### src/rtl/cpa_pkg.sv
// Package: types and constants for the contiguous pool allocator.
`default_nettype none
package cpa_pkg;
    localparam int MaxBlocks = 16;
    localparam int FreeDepth = MaxBlocks + 1;
    localparam int FreeIdxW  = $clog2(FreeDepth + 1);
    localparam int AllocIdxW = $clog2(MaxBlocks);
    localparam int AllocCntW = $clog2(MaxBlocks + 1);
    localparam int DataW     = 16;
    localparam int EntryW    = 2 * DataW;

    localparam logic [2:0] StOk      = 3'd0;
    localparam logic [2:0] StNoFit   = 3'd1;
    localparam logic [2:0] StFull    = 3'd2;
    localparam logic [2:0] StZero    = 3'd3;
    localparam logic [2:0] StUnknown = 3'd4;

    localparam logic [1:0] FitFirst = 2'd0;
    localparam logic [1:0] FitBest  = 2'd1;
    localparam logic [1:0] FitWorst = 2'd2;

    localparam logic CfgFitPolicy = 1'b0;
    localparam logic CfgPoolSize  = 1'b1;

    localparam logic [15:0] PoolReset = 16'd4096;

    typedef struct packed {
        logic        action;
        logic [15:0] req_size;
        logic [15:0] address;
    } in_item_t;

    typedef struct packed {
        logic [2:0]  status;
        logic [15:0] address_res;
        logic [15:0] free_units;
    } out_item_t;
endpackage
`default_nettype wire

### src/rtl/contiguous_pool_allocator_top.sv
// Top level: contiguous pool allocator over a free-segment RAM and an allocated-block RAM.
//
// Usage: items enter on in_valid/in_stall with fields action, req_size, address.
// One result per item leaves on out_valid/out_stall with status, address_res and
// free_units. Configuration writes (cfg_valid/cfg_ready, cfg_index, cfg_data)
// set fit policy (index 0) or pool size (index 1); a pool size write clears
// the block table and leaves one free segment of that size, or none for zero.
// Each item is processed alone by a sequencer that walks the free table RAM and
// the allocated table RAM one entry per cycle. An allocate scans the free table
// for a fit, commits the block and shifts the free table down when a segment is
// used up; a free looks up the block, scans for the insert point, commits and
// then shifts the free table down after a two-sided merge or up for an insert.
// A zero size or a full block table answers without any scan. The shift goes
// through the single write port of the free RAM, with a read and then a write
// per moved entry.
// After reset the tables hold one free segment [0, 4096) and no blocks; entry
// zero of the free RAM is seeded in the first cycle after reset, and no other
// clearing pass is needed since both tables use valid counts and bits.
// The result sits in an output register; when the receiver stalls, the result
// holds and no new item is taken until it is delivered.
`default_nettype none
module contiguous_pool_allocator_top (
    input  wire logic               clk,
    input  wire logic               rst_n,
    input  wire logic               in_valid,
    output logic                    in_stall,
    input  wire cpa_pkg::in_item_t  in_item,
    output logic                    out_valid,
    input  wire logic               out_stall,
    output cpa_pkg::out_item_t      out_item,
    input  wire logic               cfg_valid,
    output logic                    cfg_ready,
    input  wire logic               cfg_index,
    input  wire logic [15:0]        cfg_data
);
    import cpa_pkg::*;

    typedef enum logic [10:0] {
        S_IDLE   = 11'b00000000001,
        S_ASCAN  = 11'b00000000010,
        S_FSCAN  = 11'b00000000100,
        S_ACOMMIT= 11'b00000001000,
        S_SHDOWN = 11'b00000010000,
        S_BSCAN  = 11'b00000100000,
        S_PSCAN  = 11'b00001000000,
        S_FCOMMIT= 11'b00010000000,
        S_SHUP   = 11'b00100000000,
        S_OUT    = 11'b01000000000,
        S_WAIT   = 11'b10000000000
    } state_t;

    localparam int FaW = $clog2(FreeDepth);

    state_t                 state_reg, state_next;
    logic [1:0]             fit_reg;
    logic [15:0]            total_reg, total_next;
    logic [FreeIdxW-1:0]    fcnt_reg, fcnt_next;
    logic [MaxBlocks-1:0]   aval_reg, aval_next;
    in_item_t               item_reg;
    out_item_t              res_reg, res_next;
    logic                   ovalid_reg;
    logic [FreeIdxW-1:0]    idx_reg, idx_next;      // scan position (issued read)
    logic [FreeIdxW-1:0]    sel_reg, sel_next;      // chosen entry
    logic                   found_reg, found_next;
    logic [15:0]            sbase_reg, sbase_next, slen_reg, slen_next;
    logic [AllocIdxW:0]     slot_reg, slot_next;    // msb set means none
    logic [15:0]            blen_reg, blen_next;
    logic [15:0]            pbase_reg, pbase_next, plen_reg, plen_next; // previous entry
    logic                   rv_reg, rv_next;        // read data valid this cycle
    logic [FreeIdxW-1:0]    ridx_reg, ridx_next;    // index of read data
    logic [1:0]             step_reg, step_next;
    logic                   seed_reg;
    logic                   free_done;

    // Free table RAM
    logic                   f_we;
    logic [FaW-1:0]         f_waddr, f_raddr;
    logic [EntryW-1:0]      f_wdata, f_rdata;
    // Allocated table RAM
    logic                   a_we;
    logic [AllocIdxW-1:0]   a_waddr, a_raddr;
    logic [EntryW-1:0]      a_wdata, a_rdata;

    cpa_ram #(.Width(EntryW), .Depth(FreeDepth)) u_free_ram (
        .clk(clk), .we(f_we), .waddr(f_waddr), .wdata(f_wdata),
        .raddr(f_raddr), .rdata(f_rdata)
    );
    cpa_ram #(.Width(EntryW), .Depth(MaxBlocks)) u_alloc_ram (
        .clk(clk), .we(a_we), .waddr(a_waddr), .wdata(a_wdata),
        .raddr(a_raddr), .rdata(a_rdata)
    );

    logic [15:0] rd_base, rd_len, ad_base, ad_len;
    assign rd_base = f_rdata[EntryW-1:DataW];
    assign rd_len  = f_rdata[DataW-1:0];
    assign ad_base = a_rdata[EntryW-1:DataW];
    assign ad_len  = a_rdata[DataW-1:0];

    logic busy;
    assign busy      = (state_reg != S_IDLE);
    assign in_stall  = busy;
    assign cfg_ready = !busy;
    assign out_valid = ovalid_reg;
    assign out_item  = res_reg;

    logic cfg_wr, pool_wr;
    assign cfg_wr  = cfg_valid && cfg_ready;
    assign pool_wr = cfg_wr && (cfg_index == CfgPoolSize);

    logic [AllocIdxW-1:0] free_slot;
    logic                 any_slot;
    // Pick lowest free allocated slot
    always_comb
    begin
        free_slot = '0;
        any_slot  = 1'b0;
        for (int i = MaxBlocks - 1; i >= 0; i--)
        begin
            if (!aval_reg[i])
            begin
                free_slot = AllocIdxW'(i);
                any_slot  = 1'b1;
            end
        end
    end

    logic [16:0] end_prev;
    logic [16:0] blk_end;
    assign end_prev = {1'b0, pbase_reg} + {1'b0, plen_reg};
    assign blk_end  = {1'b0, item_reg.address} + {1'b0, blen_reg};

    // Sequencer
    always_comb
    begin
        state_next = state_reg;
        total_next = total_reg;
        fcnt_next  = fcnt_reg;
        aval_next  = aval_reg;
        res_next   = res_reg;
        idx_next   = idx_reg;
        sel_next   = sel_reg;
        found_next = found_reg;
        sbase_next = sbase_reg;
        slen_next  = slen_reg;
        slot_next  = slot_reg;
        blen_next  = blen_reg;
        pbase_next = pbase_reg;
        plen_next  = plen_reg;
        rv_next    = 1'b0;
        ridx_next  = idx_reg;
        step_next  = step_reg;
        free_done  = 1'b0;
        f_we = 1'b0; f_waddr = '0; f_wdata = '0; f_raddr = idx_reg[FaW-1:0];
        a_we = 1'b0; a_waddr = '0; a_wdata = '0; a_raddr = idx_reg[AllocIdxW-1:0];

        case (state_reg)
            S_IDLE:
            begin
                idx_next = '0;
                found_next = 1'b0;
                slot_next = {1'b1, {AllocIdxW{1'b0}}};
                step_next = '0;
                if (in_valid)
                begin
                    if (!in_item.action)
                    begin
                        if (in_item.req_size == '0)
                        begin
                            res_next = '{StZero, 16'd0, total_reg};
                            state_next = S_OUT;
                        end
                        else if (!any_slot)
                        begin
                            res_next = '{StFull, 16'd0, total_reg};
                            state_next = S_OUT;
                        end
                        else
                        begin
                            slot_next = {1'b0, free_slot};
                            state_next = S_FSCAN;
                        end
                    end
                    else
                    begin
                        state_next = S_ASCAN;
                    end
                end
            end

            // Look up allocated block by base
            S_ASCAN:
            begin
                a_raddr = idx_reg[AllocIdxW-1:0];
                if (rv_reg && aval_reg[ridx_reg[AllocIdxW-1:0]] && slot_reg[AllocIdxW]
                    && ad_base == item_reg.address)
                begin
                    slot_next = {1'b0, ridx_reg[AllocIdxW-1:0]};
                    blen_next = ad_len;
                end
                if (idx_reg < FreeIdxW'(MaxBlocks))
                begin
                    rv_next = 1'b1;
                    idx_next = idx_reg + 1'b1;
                end
                else if (!rv_reg)
                begin
                    if (slot_next[AllocIdxW])
                    begin
                        res_next = '{StUnknown, 16'd0, total_reg};
                        state_next = S_OUT;
                    end
                    else
                    begin
                        idx_next = '0;
                        pbase_next = '0;
                        plen_next = '0;
                        sel_next = fcnt_reg;
                        found_next = 1'b0;
                        state_next = S_PSCAN;
                    end
                end
            end

            // Scan free table for fit
            S_FSCAN:
            begin
                if (rv_reg && rd_len >= item_reg.req_size)
                begin
                    if (!found_reg
                        || (fit_reg == FitBest && rd_len < slen_reg)
                        || (fit_reg == FitWorst && rd_len > slen_reg))
                    begin
                        found_next = 1'b1;
                        sel_next = ridx_reg;
                        sbase_next = rd_base;
                        slen_next = rd_len;
                    end
                end
                if (idx_reg < fcnt_reg && !(found_next && fit_reg != FitBest
                    && fit_reg != FitWorst))
                begin
                    rv_next = 1'b1;
                    idx_next = idx_reg + 1'b1;
                end
                else if (!rv_reg || (found_next && fit_reg != FitBest
                    && fit_reg != FitWorst))
                begin
                    if (!found_next)
                    begin
                        res_next = '{StNoFit, 16'd0, total_reg};
                        state_next = S_OUT;
                    end
                    else
                    begin
                        state_next = S_ACOMMIT;
                    end
                end
            end

            // Carve the block from the chosen segment
            S_ACOMMIT:
            begin
                a_we = 1'b1;
                a_waddr = slot_reg[AllocIdxW-1:0];
                a_wdata = {sbase_reg, item_reg.req_size};
                aval_next[slot_reg[AllocIdxW-1:0]] = 1'b1;
                total_next = total_reg - item_reg.req_size;
                res_next = '{StOk, sbase_reg, total_next};
                if (slen_reg == item_reg.req_size)
                begin
                    idx_next = sel_reg + 1'b1;
                    step_next = '0;
                    state_next = S_SHDOWN;
                end
                else
                begin
                    f_we = 1'b1;
                    f_waddr = sel_reg[FaW-1:0];
                    f_wdata = {sbase_reg + item_reg.req_size,
                               slen_reg - item_reg.req_size};
                    state_next = S_OUT;
                end
            end

            // Remove entry idx-1 by copying entries down, one read and one write per entry
            S_SHDOWN:
            begin
                if (idx_reg >= fcnt_reg)
                begin
                    fcnt_next = fcnt_reg - 1'b1;
                    state_next = S_OUT;
                end
                else if (step_reg == 2'd0)
                begin
                    f_raddr = idx_reg[FaW-1:0];
                    step_next = 2'd1;
                end
                else
                begin
                    f_we = 1'b1;
                    f_waddr = FaW'(idx_reg - 1'b1);
                    f_wdata = f_rdata;
                    idx_next = idx_reg + 1'b1;
                    step_next = 2'd0;
                end
            end

            // Find insert point p: first entry with base >= address
            S_PSCAN:
            begin
                if (rv_reg && !found_reg)
                begin
                    if (rd_base < item_reg.address)
                    begin
                        pbase_next = rd_base;
                        plen_next = rd_len;
                    end
                    else
                    begin
                        found_next = 1'b1;
                        sel_next = ridx_reg;
                        sbase_next = rd_base;
                        slen_next = rd_len;
                    end
                end
                if (idx_reg < fcnt_reg && !found_next)
                begin
                    rv_next = 1'b1;
                    idx_next = idx_reg + 1'b1;
                end
                else if (!rv_reg || found_next)
                begin
                    state_next = S_FCOMMIT;
                end
            end

            // Merge or insert the freed block
            S_FCOMMIT:
            begin
                free_done = 1'b1;
                if (sel_reg != '0 && end_prev == {1'b0, item_reg.address} && found_reg
                    && blk_end == {1'b0, sbase_reg})
                begin
                    f_we = 1'b1;
                    f_waddr = FaW'(sel_reg - 1'b1);
                    f_wdata = {pbase_reg, plen_reg + blen_reg + slen_reg};
                    idx_next = sel_reg + 1'b1;
                    step_next = '0;
                    state_next = S_SHDOWN;
                end
                else if (sel_reg != '0 && end_prev == {1'b0, item_reg.address})
                begin
                    f_we = 1'b1;
                    f_waddr = FaW'(sel_reg - 1'b1);
                    f_wdata = {pbase_reg, plen_reg + blen_reg};
                    state_next = S_OUT;
                end
                else if (found_reg && blk_end == {1'b0, sbase_reg})
                begin
                    f_we = 1'b1;
                    f_waddr = sel_reg[FaW-1:0];
                    f_wdata = {item_reg.address, slen_reg + blen_reg};
                    state_next = S_OUT;
                end
                else if (fcnt_reg >= FreeIdxW'(FreeDepth))
                begin
                    free_done = 1'b0;
                    res_next = '{StFull, 16'd0, total_reg};
                    state_next = S_OUT;
                end
                else
                begin
                    free_done = 1'b0;
                    idx_next = fcnt_reg;
                    step_next = '0;
                    state_next = S_SHUP;
                end
                if (free_done)
                begin
                    aval_next[slot_reg[AllocIdxW-1:0]] = 1'b0;
                    total_next = total_reg + blen_reg;
                    res_next = '{StOk, 16'd0, total_next};
                end
            end

            // Shift entries up from the end to open a hole at sel
            S_SHUP:
            begin
                if (idx_reg == sel_reg)
                begin
                    f_we = 1'b1;
                    f_waddr = sel_reg[FaW-1:0];
                    f_wdata = {item_reg.address, blen_reg};
                    fcnt_next = fcnt_reg + 1'b1;
                    aval_next[slot_reg[AllocIdxW-1:0]] = 1'b0;
                    total_next = total_reg + blen_reg;
                    res_next = '{StOk, 16'd0, total_next};
                    state_next = S_OUT;
                end
                else if (step_reg == 2'd0)
                begin
                    f_raddr = FaW'(idx_reg - 1'b1);
                    step_next = 2'd1;
                end
                else
                begin
                    f_we = 1'b1;
                    f_waddr = idx_reg[FaW-1:0];
                    f_wdata = f_rdata;
                    idx_next = idx_reg - 1'b1;
                    step_next = 2'd0;
                end
            end

            S_OUT:
            begin
                state_next = S_WAIT;
            end

            S_WAIT:
            begin
                if (!out_stall)
                begin
                    state_next = S_IDLE;
                end
            end

            default:
            begin
                state_next = S_IDLE;
            end
        endcase

        // Seed entry zero with the reset pool in the first cycle after reset
        if (seed_reg)
        begin
            f_we = 1'b1;
            f_waddr = '0;
            f_wdata = {16'd0, PoolReset};
        end

        // Pool reinit writes entry zero
        if (pool_wr)
        begin
            f_we = 1'b1;
            f_waddr = '0;
            f_wdata = {16'd0, cfg_data};
        end
    end

    // Payload registers
    always_ff @(posedge clk)
    begin
        if (state_reg == S_IDLE && in_valid)
        begin
            item_reg <= in_item;
        end
        res_reg   <= res_next;
        idx_reg   <= idx_next;
        sel_reg   <= sel_next;
        sbase_reg <= sbase_next;
        slen_reg  <= slen_next;
        slot_reg  <= slot_next;
        blen_reg  <= blen_next;
        pbase_reg <= pbase_next;
        plen_reg  <= plen_next;
        ridx_reg  <= ridx_next;
        step_reg  <= step_next;
    end

    // Control registers
    always_ff @(posedge clk or negedge rst_n)
    begin
        if (!rst_n)
        begin
            state_reg  <= S_IDLE;
            fit_reg    <= FitFirst;
            total_reg  <= PoolReset;
            fcnt_reg   <= FreeIdxW'(1);
            aval_reg   <= '0;
            ovalid_reg <= 1'b0;
            found_reg  <= 1'b0;
            rv_reg     <= 1'b0;
        end
        else
        begin
            state_reg <= state_next;
            found_reg <= found_next;
            rv_reg    <= rv_next;
            total_reg <= total_next;
            fcnt_reg  <= fcnt_next;
            aval_reg  <= aval_next;
            if (state_reg == S_OUT)
            begin
                ovalid_reg <= 1'b1;
            end
            else if (ovalid_reg && !out_stall)
            begin
                ovalid_reg <= 1'b0;
            end
            if (cfg_wr && cfg_index == CfgFitPolicy)
            begin
                fit_reg <= cfg_data[1:0];
            end
            if (pool_wr)
            begin
                total_reg <= cfg_data;
                fcnt_reg  <= (cfg_data == '0) ? '0 : FreeIdxW'(1);
                aval_reg  <= '0;
            end
        end
    end

    // Reset leaves entry zero of the free RAM unwritten; seed it once
    always_ff @(posedge clk or negedge rst_n)
    begin
        if (!rst_n)
        begin
            seed_reg <= 1'b1;
        end
        else
        begin
            seed_reg <= 1'b0;
        end
    end
endmodule
`default_nettype wire

### src/rtl/cpa_ram.sv
// Generic single-port-write, registered-read RAM.
`default_nettype none
module cpa_ram #(
    parameter int Width = 32,
    parameter int Depth = 16
) (
    input  wire logic                     clk,
    input  wire logic                     we,
    input  wire logic [$clog2(Depth)-1:0] waddr,
    input  wire logic [Width-1:0]         wdata,
    input  wire logic [$clog2(Depth)-1:0] raddr,
    output logic      [Width-1:0]         rdata
);
    logic [Width-1:0] mem [Depth];

    // Write and registered read
    always_ff @(posedge clk)
    begin
        if (we)
        begin
            mem[waddr] <= wdata;
        end
        rdata <= mem[raddr];
    end
endmodule
`default_nettype wire

### config.mk
export PLATFORM = sky130hd
export DESIGN_NAME = contiguous_pool_allocator_top
export DESIGN_NICKNAME = d
export VERILOG_FILES = /design/src/rtl/cpa_pkg.sv /design/src/rtl/contiguous_pool_allocator_top.sv /design/src/rtl/cpa_ram.sv
export SDC_FILE = /design/constraint.sdc
export NUM_CORES = 2
export LEC_CHECK = 0
export BUFFER_PORTS_ARGS = -buffer_cell sky130_fd_sc_hd__buf_2
export CAP_MARGIN = 40
export CORE_MARGIN = 2
export CORE_UTILIZATION = 50
export CTS_BUF_LIST = sky130_fd_sc_hd__clkbuf_8
export DETAILED_ROUTE_END_ITERATION = 12
export PLACE_DENSITY = 0.66
export SLEW_MARGIN = 20
export SYNTH_ARGS = -nofsm -noshare
export SYNTH_HDL_FRONTEND = slang
export SYNTH_SLANG_ARGS = --single-unit
export TNS_END_PERCENT = 20
### constraint.sdc
create_clock -name clk -period 11.1 [get_ports clk]
set_clock_uncertainty 0.2 [all_clocks]
set_input_delay 3.33 -clock clk [delete_from_list [all_inputs] [get_ports clk]]
set_output_delay 3.33 -clock clk [all_outputs]
set_load 0.02 [all_outputs]
==> summary.md <==
| Metric | Value |
|---|---|
| Status | completed |
| Power Density | roughly 220 mW/mm^2 |
| Top-Level Pins | 93 |
| Crit-path max cell delay | a little under 700 ps |
| Synth Warn # | 0 |
| Power Total | between 0.015 and 0.02 W |
| Hold-fix buffers, CTS | 0 |
| CP endpoint kind | flip-flop |
| Die area | 0.1265 mm^2 |
| Cell count after synthesis | about 4300 |
| Total gr overflow | 0 |
| Fin. max-slew vios | 0 |
| Via count | 39950 |
| Max Root-Sink Buffers | 3 |
| Top reg by flops | u_free_ram.mem |
| Sequential fraction of the synthesis area | between 60% and 70% |
| Core Rows | approximately 130 |
| Most frequent cells in the layout | 1219 x edfxtp_1, 271 x a211oi_1, 249 x clkbuf_8 |
| Gpl congestion | between 0.9 and 1 |
| Total Wirelength | between 150 and 200 mm |
| Initial Util | roughly half |
| Count of cell types in the netlist | slightly below 90 |
| Synth Area per Inst | about 14 um^2 |
| Number of flip-flops in the largest register | between 500 and 600 |
| Worst Path Required | 11470 ps |
| Worst-path clk slew | 60 ps |
| Setup CP Type | flip-flop to flip-flop |
| Worst min path class | flip-flop to flip-flop |
| Layout cells sized above 1 | 16.77% |
| Period utilization | between 50% and 60% |
| Post-layout min period | between 6000 and 7000 ps |
| Max Fanout on Critical Path | 32 |
| WHS Path Cells | 0 |
| Post-synth design cell area | just over 0.06 mm^2 |
| CTS Sinks | about 1300 |
| DR DRC count | 0 |
| Post-CTS sizing | 0 |
| Num CTS Buffers | approximately 210 |
| Max IR drop VDD | 193.7 uV |
| Initial antenna violation count | 14 |
| Drt initial violations | approximately 4700 |
| Ys async rst share | a little under 4% |
| ANT nets after route | 0 |
| Final nets | about 4800 |
| Post-CTS Setup Repair Bufs | 0 |
| GRT Total Usage | 28.05% |
| Drt wl/cell | ~28 um |
| Post-DP HPWL | approximately 120 mm |
| Multi-input gate area in the final layout | 0.02167 mm^2 |
| Filler cells | ~9700 |
| IO Port Bufs | between 90 and 100 |
| CP max-delay cell | a21oi_1 |
| Fmax | 150.4 MHz |
| Fin. Hold Viols | 0 |
| Clock Latency Late Sink | approximately 980 ps |
| RSZ-0062 raised after global routing | false |
| Commonest non-fill, non-tap cell in the layout | edfxtp_1 |
| Final setup fails | 0 |
| Layout area overhead | 12.41% |
| Synthesized Nets | approximately 4600 |
| Normalized max-slew margin | roughly 29% |
| Crit path arrival time | between 7000 and 8000 ps |
| Drt pass-1 iters | 10 |
| Cells on worst reg2reg path | 15 |
| Area of the core | 0.1232 mm^2 |
| Synth Flop Type | edfxtp_1 |
| Worst Max-Slew Pin Slew | about 1100 ps |
| TNS Setup | 0 ps |
| Max-Cap Viols | 0 |
| CTS tree | built |
| Startpoint types | flip-flop |
| Die extent in x | between 300 and 400 um |
| Seq. cell area | between 0.03 and 0.04 mm^2 |
| CTS root buf | clkbuf_8 |
| Critical-path cell list | ha_1 > or2_2 > o221a_2 > o31ai_1 > nor2_1 > or3_1 > a2111oi_0 > nand3_1 > a21oi_1 > o21ai_0 > a21oi_1 > o21ai_0 > buf_2 > nor2_4 > buf_4 |
| Vias in the first global route | 38330 |
| Die Ht | around 360 um |
| Largest net degree at the start of global routing | between 150 and 200 |
| Static Leak | 26.17 nW |
| Register bit count reported by yosys | between 1000 and 1500 |
| Post-synth EDFFs | between 1000 and 1500 |
| Number of H-tree levels | 4 |
| First-pass GRT wire length | 257.7 mm |
| Via density | roughly 6.3 |
stage by stage:
stage / util (%) / cells / hold WS (ps) / worst slack (ps) / cell area, um^2
3_3_place_gp: 52.48 / 5939 / 189.3 / 4522 / 64630
2_1_floorplan: - / 4335 / 172.1 / 2696 / 61830
6_report: 56.44 / 6378 / 202.8 / 4449 / 69510
5_1_grt: 56.43 / 6374 / 210.4 / 4107 / 69500
3_5_place_dp: 52.68 / 5962 / 188.7 / 4478 / 64880
4_1_cts: 56.25 / 6354 / 196.4 / 4495 / 69280
final cells by class:
| cell class | count | share of cell area [%] |
|---|---|---|
| sequential | 1341 | 56.57 |
| timing repair buffer | 227 | 2.371 |
| clock buffer | 249 | 4.931 |
| tap | 1637 | 2.947 |
| multi-input combinational | 2665 | 31.18 |
| antenna | 6 | 0.02160 |
| clock inverter | 143 | 1.393 |
| inverter | 110 | 0.5940 |
worst paths after layout:
| path | start | end | slack (ps) |
|---|---|---|---|
| hold / removal | u_alloc_ram.rdata[9] | blen_reg[9] | 200 |
| setup / recovery | blen_reg[3] | u_free_ram.mem[15][23] | 4450 |
| hold reg to reg | u_alloc_ram.rdata[9] | blen_reg[9] | 200 |
| max in group asynchronous | rst_n | total_reg[12] | 8110 |
| min in group asynchronous | rst_n | out_valid | 2050 |
| setup reg to reg | blen_reg[3] | u_free_ram.mem[15][23] | 4450 |
synth_stat cells, types with 13 or more instances:
master,instances,area [um^2]
a211oi_1,272,2042
a21boi_0,13,97.59
a21o_1,52,390.4
a21oi_1,225,1126
a222oi_1,27,270.3
a22oi_1,29,217.7
a31oi_1,28,175.2
and2_1,52,325.3
and3_1,19,118.9
buf_1,33,123.9
clkbuf_1,176,660.6
dfrtp_1,49,1226
dfxtp_1,69,1381
edfxtp_1,1219,36610
ha_1,199,2490
inv_1,108,405.4
mux2i_1,143,1431
mux4_2,165,3716
nand2_1,218,818.3
nand2b_1,24,150.1
nand3_1,61,305.3
nand4_1,22,137.6
nor2_1,216,810.8
nor2b_1,153,957.2
nor3_1,60,300.3
nor4_1,23,143.9
o211ai_1,16,120.1
o21a_1,39,292.8
o21ai_0,133,665.6
o21bai_1,17,127.6
o311ai_0,13,113.9
o31ai_1,46,345.3
o41ai_1,13,113.9
or3_1,17,106.4
xnor2_1,115,1007
xor2_1,56,490.5
routing by layer:
layer,part of all wire [%],vias up,global-route usage (%)
met4,4.0,4,11.26
met2,46,1962,43.37
li1,-,17580,-
met3,8.5,366,5.373
met5,0.015,-,0
met1,42,20040,39.31
critical path, delay by kind of cell (launching register included):
family / cells / cell delay [ps]
AOI/OAI and AO/OA: 7 / 2970
and+or+nand+nor: 5 / 1360
buffers and inverters: 2 / 750
DFF: 1 / 590
adders and majority gates: 1 / 330
kinds of logic after synthesis:
kind of cell / after synthesis / share of synthesized area [%]
buffers and inverters: 329 / 2.026
adder cells (fa/ha/maj): 209 / 4.351
multiplexers: 317 / 8.489
AO/OA/AOI/OAI: 1038 / 11.54
other: 1 / 0.006065
flip-flops: 1341 / 63.59
AND/OR/NAND/NOR: 929 / 7.580
XOR/XNOR: 171 / 2.422
report_power, final:
part	switching (W)	total (W)	leakage, nW	internal (W)
logic	0.00310	0.00488	9.37	0.00178
clock network	0.00198	0.00429	2.52	0.00230
registers	0.000478	0.00630	14.3	0.00582
total	0.00556	0.0155	26.2	0.00991
(Power assumes the default switching activity.)
